`config.mk`:
```
export PLATFORM = sky130hd
export DESIGN_NAME = interleaved_dual_crc16_string_id_flat
export DESIGN_NICKNAME = d
export VERILOG_FILES = /design/src/sv/icds_pkg.sv /design/src/sv/icds_if.sv /design/src/sv/interleaved_dual_crc16_string_id.sv /design/src/flat_wrapper.sv
export VERILOG_INCLUDE_DIRS = /design/src /design/src/sv
export SDC_FILE = /design/constraint.sdc
export NUM_CORES = 1
export LEC_CHECK = 0
export ABC_AREA = 1
export BUFFER_PORTS_ARGS = -buffer_cell sky130_fd_sc_hd__buf_2
export CAP_MARGIN = 20
export CELL_PAD_IN_SITES_DETAIL_PLACEMENT = 1
export CELL_PAD_IN_SITES_GLOBAL_PLACEMENT = 2
export CORE_ASPECT_RATIO = 0.5
export CORE_MARGIN = 2
export CORE_UTILIZATION = 35
export DETAILED_ROUTE_END_ITERATION = 16
export HOLD_SLACK_MARGIN = 0.12
export PLACE_DENSITY_LB_ADDON = 0.12
export SYNTH_ARGS = -nofsm -noshare
export SYNTH_HDL_FRONTEND = slang
export SYNTH_SLANG_ARGS = --single-unit
```
`constraint.sdc`:
```
create_clock -name i_clk -period 3.4 [get_ports i_clk]
set_input_delay 0.17 -clock i_clk [delete_from_list [all_inputs] [get_ports i_clk]]
set_output_delay 0.17 -clock i_clk [all_outputs]
set_load 0.02 [all_outputs]
```
`src/sv/interleaved_dual_crc16_string_id_macros.svh`:
```
// Assertion macros for the interleaved dual CRC-16 string id block.
// Depends on nothing; included by the top level only.
`ifndef INTERLEAVED_DUAL_CRC16_STRING_ID_MACROS_SVH
`define INTERLEAVED_DUAL_CRC16_STRING_ID_MACROS_SVH

// Same-cycle implication, checked outside reset.
`define ICDS_ASSERT_SAME(name, clk, rst_n, ante, cons, msg) \
    name: assert property (@(posedge clk) disable iff (!rst_n) (ante) |-> (cons)) \
        else $error(msg);

// Next-cycle implication, checked outside reset.
`define ICDS_ASSERT_NEXT(name, clk, rst_n, ante, cons, msg) \
    name: assert property (@(posedge clk) disable iff (!rst_n) (ante) |=> (cons)) \
        else $error(msg);

`endif

```
`src/sv/icds_pkg.sv`:
```
// Package for the interleaved dual CRC-16 string id block.
// Holds the CRC constants, the case fold and the byte-wide CRC step; no dependencies.
package icds_pkg;

    localparam int unsigned CHAR_W = 8;
    localparam int unsigned CRC_W  = 16;
    localparam int unsigned ID_W   = 2 * CRC_W;

    localparam logic [CRC_W-1:0]  CRC_SEED   = 16'hFFFF;
    localparam logic [CRC_W-1:0]  CRC_POLY   = 16'h1021;
    localparam logic [CHAR_W-1:0] UPPER_A    = 8'd65;
    localparam logic [CHAR_W-1:0] UPPER_Z    = 8'd90;
    localparam logic [CHAR_W-1:0] FOLD_DELTA = 8'd32;
    localparam logic [CHAR_W-1:0] END_CHAR   = 8'd0;

    typedef logic [CHAR_W-1:0] t_char;
    typedef logic [CRC_W-1:0]  t_crc;
    typedef logic [ID_W-1:0]   t_id;

    // Fold ASCII upper case letters to lower case; all other bytes pass.
    function automatic t_char fold_byte(input t_char b);
        t_char r;
        r = b;
        if ((b >= UPPER_A) && (b <= UPPER_Z)) begin
            r = b + FOLD_DELTA;
        end
        return r;
    endfunction

    // One byte of MSB-first CRC-16, polynomial 0x1021, eight shift steps.
    function automatic t_crc crc_update(input t_crc crc, input t_char b);
        t_crc r;
        r = crc ^ {b, {(CRC_W-CHAR_W){1'b0}}};
        for (int i = 0; i < CHAR_W; i++) begin
            if (r[CRC_W-1]) begin
                r = {r[CRC_W-2:0], 1'b0} ^ CRC_POLY;
            end else begin
                r = {r[CRC_W-2:0], 1'b0};
            end
        end
        return r;
    endfunction

endpackage

```
`src/sv/icds_if.sv`:
```
// Valid/ready channel interfaces for the string id block: byte in, id out.
// Depends on icds_pkg for the payload types.
interface icds_char_if import icds_pkg::*; ();
    logic  valid;
    logic  ready;
    t_char char_code;

    modport source (output valid, output char_code, input ready);
    modport sink   (input valid, input char_code, output ready);
endinterface

interface icds_id_if import icds_pkg::*; ();
    logic valid;
    logic ready;
    t_id  string_id;

    modport source (output valid, output string_id, input ready);
    modport sink   (input valid, input string_id, output ready);
endinterface

```
`src/sv/interleaved_dual_crc16_string_id.sv`:
```
// A terminating zero byte's id passes the input register, then the output register.
// Throughput: one byte per cycle; the only stall is a zero byte meeting a full output
// register, whose id has not been taken yet.
// The CRC step for a byte is an eight-step shift chain between the input and state registers.
// Reset (synchronous, active low) empties both registers and sets both CRCs to 0xFFFF,
// with the next byte at an even position.
`include "interleaved_dual_crc16_string_id_macros.svh"

module interleaved_dual_crc16_string_id import icds_pkg::*; (
    input  logic         i_clk,
    input  logic         i_rst_n,
    icds_char_if.sink    i_char,
    icds_id_if.source    o_id
);

    logic  r_in_valid;
    t_char r_in_char;
    logic  r_out_valid;
    t_id   r_out_id;
    t_crc  r_even_crc;
    t_crc  r_odd_crc;
    logic  r_pos_odd;

    logic  in_zero;
    logic  out_free;
    logic  stage_go;
    t_char folded;
    t_crc  sel_crc;
    t_crc  next_crc;

    // The stage only waits when it must hand an id to a full output register.
    assign in_zero  = (r_in_char == END_CHAR);
    assign out_free = !r_out_valid || o_id.ready;
    assign stage_go = r_in_valid && (!in_zero || out_free);

    assign i_char.ready = !r_in_valid || stage_go;
    assign o_id.valid     = r_out_valid;
    assign o_id.string_id = r_out_id;

    // Fold and run the CRC of whichever register this byte's parity selects.
    assign folded   = fold_byte(r_in_char);
    assign sel_crc  = r_pos_odd ? r_odd_crc : r_even_crc;
    assign next_crc = crc_update(sel_crc, folded);

    // Input register.
    always_ff @(posedge i_clk) begin
        if (!i_rst_n) begin
            r_in_valid <= 1'b0;
        end else if (i_char.ready) begin
            r_in_valid <= i_char.valid;
        end
    end

    always_ff @(posedge i_clk) begin
        if (i_char.valid && i_char.ready) begin
            r_in_char <= i_char.char_code;
        end
    end

    // CRC state: update on a data byte, reseed after the end of a string.
    always_ff @(posedge i_clk) begin
        if (!i_rst_n) begin
            r_even_crc <= CRC_SEED;
            r_odd_crc  <= CRC_SEED;
            r_pos_odd  <= 1'b0;
        end else if (stage_go) begin
            if (in_zero) begin
                r_even_crc <= CRC_SEED;
                r_odd_crc  <= CRC_SEED;
                r_pos_odd  <= 1'b0;
            end else begin
                if (r_pos_odd) begin
                    r_odd_crc <= next_crc;
                end else begin
                    r_even_crc <= next_crc;
                end
                r_pos_odd <= !r_pos_odd;
            end
        end
    end

    // Output register holds the id until the sink takes it.
    always_ff @(posedge i_clk) begin
        if (!i_rst_n) begin
            r_out_valid <= 1'b0;
        end else if (stage_go && in_zero) begin
            r_out_valid <= 1'b1;
        end else if (o_id.ready) begin
            r_out_valid <= 1'b0;
        end
    end

    always_ff @(posedge i_clk) begin
        if (stage_go && in_zero) begin
            r_out_id <= {r_even_crc, r_odd_crc};
        end
    end

    // Checks on the id path and the state handling.
    `ICDS_ASSERT_NEXT(a_id_loaded, i_clk, i_rst_n, stage_go && in_zero, r_out_valid && (r_out_id == $past({r_even_crc, r_odd_crc})), "id not loaded from CRC state")
    `ICDS_ASSERT_NEXT(a_reseed, i_clk, i_rst_n, stage_go && in_zero, (r_even_crc == CRC_SEED) && (r_odd_crc == CRC_SEED) && !r_pos_odd, "state not reseeded after end of string")
    `ICDS_ASSERT_NEXT(a_parity_toggle, i_clk, i_rst_n, stage_go && !in_zero, r_pos_odd != $past(r_pos_odd), "position parity did not toggle")
    `ICDS_ASSERT_SAME(a_no_overwrite, i_clk, i_rst_n, r_out_valid && !o_id.ready, !(stage_go && in_zero), "pending id overwritten")

endmodule

```
`src/flat_wrapper.sv`:
```
// flat-port wrapper written by rule: the top's interface ports become plain ports
module interleaved_dual_crc16_string_id_flat import icds_pkg::*;
  (i_clk, i_rst_n, i_char_valid, i_char_char_code, i_char_ready, o_id_valid, o_id_string_id, o_id_ready);
  icds_char_if i_char_i ();
  icds_id_if o_id_i ();
  input  logic i_clk;
  input  logic i_rst_n;
  input wire logic [$bits(i_char_i.valid)-1:0] i_char_valid;
  input wire logic [$bits(i_char_i.char_code)-1:0] i_char_char_code;
  output wire logic [$bits(i_char_i.ready)-1:0] i_char_ready;
  output wire logic [$bits(o_id_i.valid)-1:0] o_id_valid;
  output wire logic [$bits(o_id_i.string_id)-1:0] o_id_string_id;
  input wire logic [$bits(o_id_i.ready)-1:0] o_id_ready;
  assign i_char_i.valid = i_char_valid;
  assign i_char_i.char_code = i_char_char_code;
  assign i_char_ready = i_char_i.ready;
  assign o_id_valid = o_id_i.valid;
  assign o_id_string_id = o_id_i.string_id;
  assign o_id_i.ready = o_id_ready;
  interleaved_dual_crc16_string_id u_core (.i_clk(i_clk), .i_rst_n(i_rst_n), .i_char(i_char_i), .o_id(o_id_i));
endmodule
```
==> metrics.cfg, run 1 <==
[sta]
hold_violations = 0
setup_viol = 0
fmax_mhz = 426
skew_ps = 5.24
layout_setup_ws_ps = 1050
min_period_ps = 2350
slew_violations = 0
worst_slew_pin_slew_ps = 962
timing.final.crit_share_pct = 69.0
rsz0062_at_grt = false
setup_tns_ps = 0
slew_headroom_pct = 35.7

[final_layout]
fin_util_pct = 44.5
antenna_cells = 0
nFillCells = 1060
drive_gt1_share_pct = 24.3
fin_nets = 419
layout_common_cells = nand2_1 (93), buf_2 (45), edfxtp_1 (40)
area_delta_synth_final_pct = 20.6
fin_area_um2 = 3980
final_common_cell = nand2_1

[synthesis]
synth-edff-count = 40
yosysSeqAreaShare_pct = 57.6
synthCells = 350
synth_xor_area_share_pct = 2.12
synth_fa_ha_area_share_pct = 0.379
synth_top_family_by_area = simple AND/OR/NAND/NOR gates
synth_area_leaders = edfxtp_1 (36%), dfxtp_1 (21%), nand2_1 (11%)
ys.flop_type = edfxtp_1
yosys.area.top_type = edfxtp_1
synth_nets = 363
synth-compound-area-share_pct = 8.48
synthArstFlopShare_pct = 0
synth.avg_cell_area_um2 = 9.44
ys_ff_latch = 75
synth.area.mux_share_pct = 0.606
synthSimpleGateAreaFrac_pct = 23.3
ys_warn_count = 0
ys_types = 36
synth_area_um2 = 3300
yosys.area.top_type_share_pct = 36.4

[worst_setup_path]
path_cells = inv_1 > nand2_1 > nor2_4 > nand2_4 > nor2_8 > inv_4 > o21ai_4 > inv_2 > nand2_1 > inv_1 > buf_4
slowest_delay_ps = 410
arrival_ps = 2350
worst_ep_required_time_ps = 3400
critPathMaxFanout = 22
end_kind = flop
slowest_stage = edfxtp_1
start_kind = flop
path_buf_inv = 5
path_class = reg -> reg
critical-path-top-delay-family = buffers and inverters

[die]
floorplan.initialDensity_pct = 36.9
dieArea_um2 = 10300
row_count = 24
dieWidth_um = 141
coreArea_um2 = 8950
die_y_um = 72.7
io_pins = 46

[route]
drcViolationCount = 0
ant_nets = 0
dr.first_iter.drc_count = 103
wl_um = 9030
vias = 2578
dr.pass1.iters = 4
avgRoutedWirePerCell_um = 17.1
via_per_inst = 4.88

[job]
max_cap_violations = 0

[clock_tree]
cts-root-buf = clkbuf_16
ctsLongestPathBuffers = 2
post_cts_buffers = 0
path_clk_slew_ps = 60
insertion_delay_ps = 340
hold_buffers = 8
cts_resized = 0
htreeDepth = 3
cts_tree = done
numClockSinks = 75
cts_buffers = 9

[placement]
pre_cts_slack_ps = 1020
port_buffers = 45
dp_hpwl_um = 6530
place_area_um2 = 3610
gp_congestion = 0.784

[outcome]
status = completed

[grt]
overflow = 0
grt_pass1_vias = 2649
grt_pass1_wl_um = 14400
grt_usage_pct = 19.1
grt_max_degree = 23
antenna_found_initial = 0

[power_and_ir_drop]
powerDensity_nw_per_um2 = 578
irDropWorstVdd_mv = 0.248
p_leak_nw = 1.73
power_w = 0.00230

[hold_path]
hold_path.class = in -> reg

final timing paths:
kind	startpoint	endpoint	slack [ps]	cells after the start
max	u_core.r_in_char[3]	u_core.o_id.string_id[4]	1050	11
min	i_char_valid	u_core.r_in_valid	170	3
min reg2reg	u_core.r_odd_crc[10]	u_core.o_id.string_id[10]	430	0
max reg2reg	u_core.r_in_char[3]	u_core.o_id.string_id[4]	1050	11
cell families after synthesis:
logic type / count (synthesis)
buffers and inverters: 54
AO/OA/AOI/OAI: 40
adder cells (fa/ha/maj): 1
multiplexers: 2
flip-flops: 75
XOR/XNOR: 8
AND/OR/NAND/NOR: 170
report_power, final:
group | total (W) | switching [W] | internal [W]
sequential | 0.00102 | 0.0000299 | 0.000988
combinational | 0.000341 | 0.000235 | 0.000106
clock | 0.000943 | 0.000373 | 0.000569
total | 0.00230 | 0.000638 | 0.00166
sequential cells by signal, indices dropped and copies added, names as in the netlist:
name and cells:
u_core.r_in_char 8, u_core.r_even_crc 16, u_core.o_id.string_id 32, u_core.r_odd_crc 16, u_core.o_id.valid 1, u_core.r_in_valid 1
u_core.r_pos_odd 1
worst reg2reg max path, delay by kind of cell, from the launching register on:
family          cells  cell delay (ps)
buf+inv             5             1110
flops               1              410
simple gates        5              420
compound gates      1               70
cells in the mapped netlist (5+ instances only):
master and number:
or2_2 6, edfxtp_1 40, inv_2 9, nand2_1 93
o21ai_0 8, a21oi_1 14, nand3_1 31, dfxtp_1 35
inv_1 33, nand2_2 5, xor2_1 8, nor2_1 23
buf_6 5
area by class of cell:
| cell class | instances | area, um^2 | area share (%) |
|---|---|---|---|
| clock buffers | 10 | 229 | 5.75 |
| flip-flops and latches | 75 | 1900 | 47.7 |
| well taps | 117 | 146 | 3.67 |
| clock inverters | 6 | 65.1 | 1.63 |
| repair buffers | 55 | 320 | 8.04 |
| inverters | 44 | 170 | 4.27 |
| multi-input cells | 221 | 1150 | 28.9 |
stage by stage:
stage | hold slack (ps) | instances
global route | 190 | 528
global placement | 348 | 504
floorplan | 269 | 350
CTS | 169 | 528
detailed placement | 348 | 504
finish | 172 | 528
metal layers:
layer / wire (um) / up-vias / track usage (%) / part of all wire (%)
met2: 3670 / 48 / 27.3 / 41
met5: 0 / - / 0 / 0
met1: 4910 / 1265 / 28.4 / 54
met4: 84 / 0 / 6.00 / 0.93
met3: 365 / 9 / 4.66 / 4.0
li1: - / 1256 / - / -
Note: power is estimated with default switching activity, not from simulation.
==> run 2, diff against run 1 <==
--- a/config.mk
+++ b/config.mk
@@ -13,7 +13,7 @@
 export CELL_PAD_IN_SITES_GLOBAL_PLACEMENT = 2
 export CORE_ASPECT_RATIO = 0.5
 export CORE_MARGIN = 2
-export CORE_UTILIZATION = 35
+export CORE_UTILIZATION = 32
 export DETAILED_ROUTE_END_ITERATION = 16
 export HOLD_SLACK_MARGIN = 0.12
 export PLACE_DENSITY_LB_ADDON = 0.12
==> constraint.sdc (replaced) <==
create_clock -name i_clk -period 1.9 [get_ports i_clk]
set_input_delay 0.095 -clock i_clk [delete_from_list [all_inputs] [get_ports i_clk]]
set_output_delay 0.095 -clock i_clk [all_outputs]
set_load 0.02 [all_outputs]
==> run 2 against run 1 <==
Compared with the run above:
- the flow now finishes with violations (negative setup slack)
- die area up 9.0%
- sequential share of layout area is 9.7 points lower
- global-route usage up 0.71 points
- clock skew increased by 1.7 ps
- register-to-register slack worse by 1100 ps
- worst setup slack got worse by 1100 ps
- clock power is 90% higher
- sequential power increased by 78%
==> metrics.cfg, run 2 (same netlist as run 1, synthesis figures left out) <==
[outcome]
status = finished with violations
violations = negative setup slack

[route]
via_per_inst = 4.54
vias = 2799
ant_nets = 0
dr.first_iter.drc_count = 120
avgRoutedWirePerCell_um = 17.0
drcViolationCount = 0
wl_um = 10500
dr.pass1.iters = 5

[die]
io_pins = 46
die_y_um = 75.8
floorplan.initialDensity_pct = 32.6
coreArea_um2 = 10100
row_count = 26
dieArea_um2 = 11200
dieWidth_um = 148

[grt]
overflow = 0
grt_usage_pct = 19.8
grt_pass1_wl_um = 16100
grt_max_degree = 17
grt_pass1_vias = 2873
antenna_found_initial = 0

[clock_tree]
htreeDepth = 3
ctsLongestPathBuffers = 2
numClockSinks = 75
cts-root-buf = clkbuf_16
insertion_delay_ps = 350
cts_tree = done
path_clk_slew_ps = 60
cts_buffers = 9

[worst_setup_path]
reg2reg_setup_slack_ps = -70
r2r_cells = 11
r2r_end = u_core.o_id.string_id[30]
r2r-start = u_core.r_in_char[5]
critPathLaunch = u_core.r_in_char[5]
end_kind = flop
path_class = reg -> reg
critPathMaxFanout = 16
worst_ep_required_time_ps = 1950
arrival_ps = 2020
start_kind = flop

[placement]
place_area_um2 = 3920
port_buffers = 45
pre_cts_slack_ps = -128
post-place-cells = 558
dp_hpwl_um = 6880
gp_congestion = 0.841

[final_layout]
drive_gt1_share_pct = 47.3
largest_register_ffs = 32
fin_area_um2 = 5010
antenna_cells = 0
layout_common_cells = nand2_1 (73), buf_4 (49), buf_2 (44)
final_common_cell = nand2_1
final_cells = 616
area_delta_synth_final_pct = 51.6
fin_nets = 484
nFillCells = 1139

[power_and_ir_drop]
irDropWorstVdd_mv = 0.511
power_w = 0.00458
powerDensity_nw_per_um2 = 916
p_leak_nw = 2.15

[sta]
slew_headroom_pct = 61.1
hold_violations = 0
setup_viol = 50
min_period_ps = 1970
worst_slew_pin_slew_ps = 583
timing.final.crit_share_pct = 104
hold_ws_ps = 432
layout_setup_ws_ps = -72.7
skew_ps = 6.94
rsz0062_at_grt = true
fmax_mhz = 507
slew_violations = 0

[job]
max_cap_violations = 0

[hold_path]
min_from = u_core.r_odd_crc[0]
min_to = u_core.o_id.string_id[0]
hold_path.class = reg -> reg
hold-path-cell-count = 0

==> run 2: layer usage <==
| layer | global-route usage (%) | part of all wire, % | wire (um) | vias up |
|---|---|---|---|---|
| met1 | 28.0 | 50 | 5250 | 1340 |
| met3 | 5.33 | 5.6 | 585 | 11 |
| li1 | - | - | - | 1388 |
| met4 | 6.20 | 1.1 | 111 | 0 |
| met5 | 0 | 0 | 0 | - |
| met2 | 29.8 | 43 | 4550 | 60 |
==> run 2: power by group <==
part / total [W] / internal, W / switching [W] / leakage (nW)
Combinational: 0.000966 / 0.000403 / 0.000563 / 1.36
Clock: 0.00179 / 0.00110 / 0.000693 / 0.155
Sequential: 0.00182 / 0.00177 / 0.0000557 / 0.637
==> run 2: metrics by stage <==
stage               setup TNS [ps]  utilization, %
finish                       -2290            49.5
global route                 -9340            49.5
floorplan                    -4610               -
global placement             -5030            38.8
detailed placement           -5790            38.8
CTS                          -1390            45.4
==> run 2: layout make-up <==
type	instances	area (um^2)	area share (%)
tap	140	175	3.50
multi-input combinational	222	1500	29.9
timing repair buffer	119	930	18.6
clock buffer	11	254	5.07
sequential	75	1900	38.0
inverter	44	188	3.75
clock inverter	5	61.3	1.22
==> run 2: how the worst max path moves through the flow <==
| stage | cells after the start | endpoint |
|---|---|---|
| floorplan | 10 | u_core.o_id.string_id[0] |
| global placement | 13 | u_core.r_odd_crc[4] |
| detailed placement | 13 | u_core.r_odd_crc[0] |
| CTS | 13 | u_core.r_odd_crc[15] |
| global route | 13 | u_core.r_odd_crc[15] |
| finish | 11 | u_core.o_id.string_id[30] |
==> run 2: critical path, cell delays in order (launching register included) <==
cell and delay (ps):
edfxtp_1 460, inv_2 90, nand2_2 60, nor2_4 100
nand2_4 90, buf_12 140, nor2_8 110, buf_4 130
buf_12 120, nand2_2 90, inv_4 110, buf_12 180
==> run 2: timing repair <==
item                                   in CTS  in global routing
buffers inserted                           17                 11
hold buffers                               12                  0
resized for setup                          21                 79
pin swaps                                  11                 30
setup endpoints to repair                  63                 74
cloned                                      2                  0
endpoints found under the hold margin      15                  0
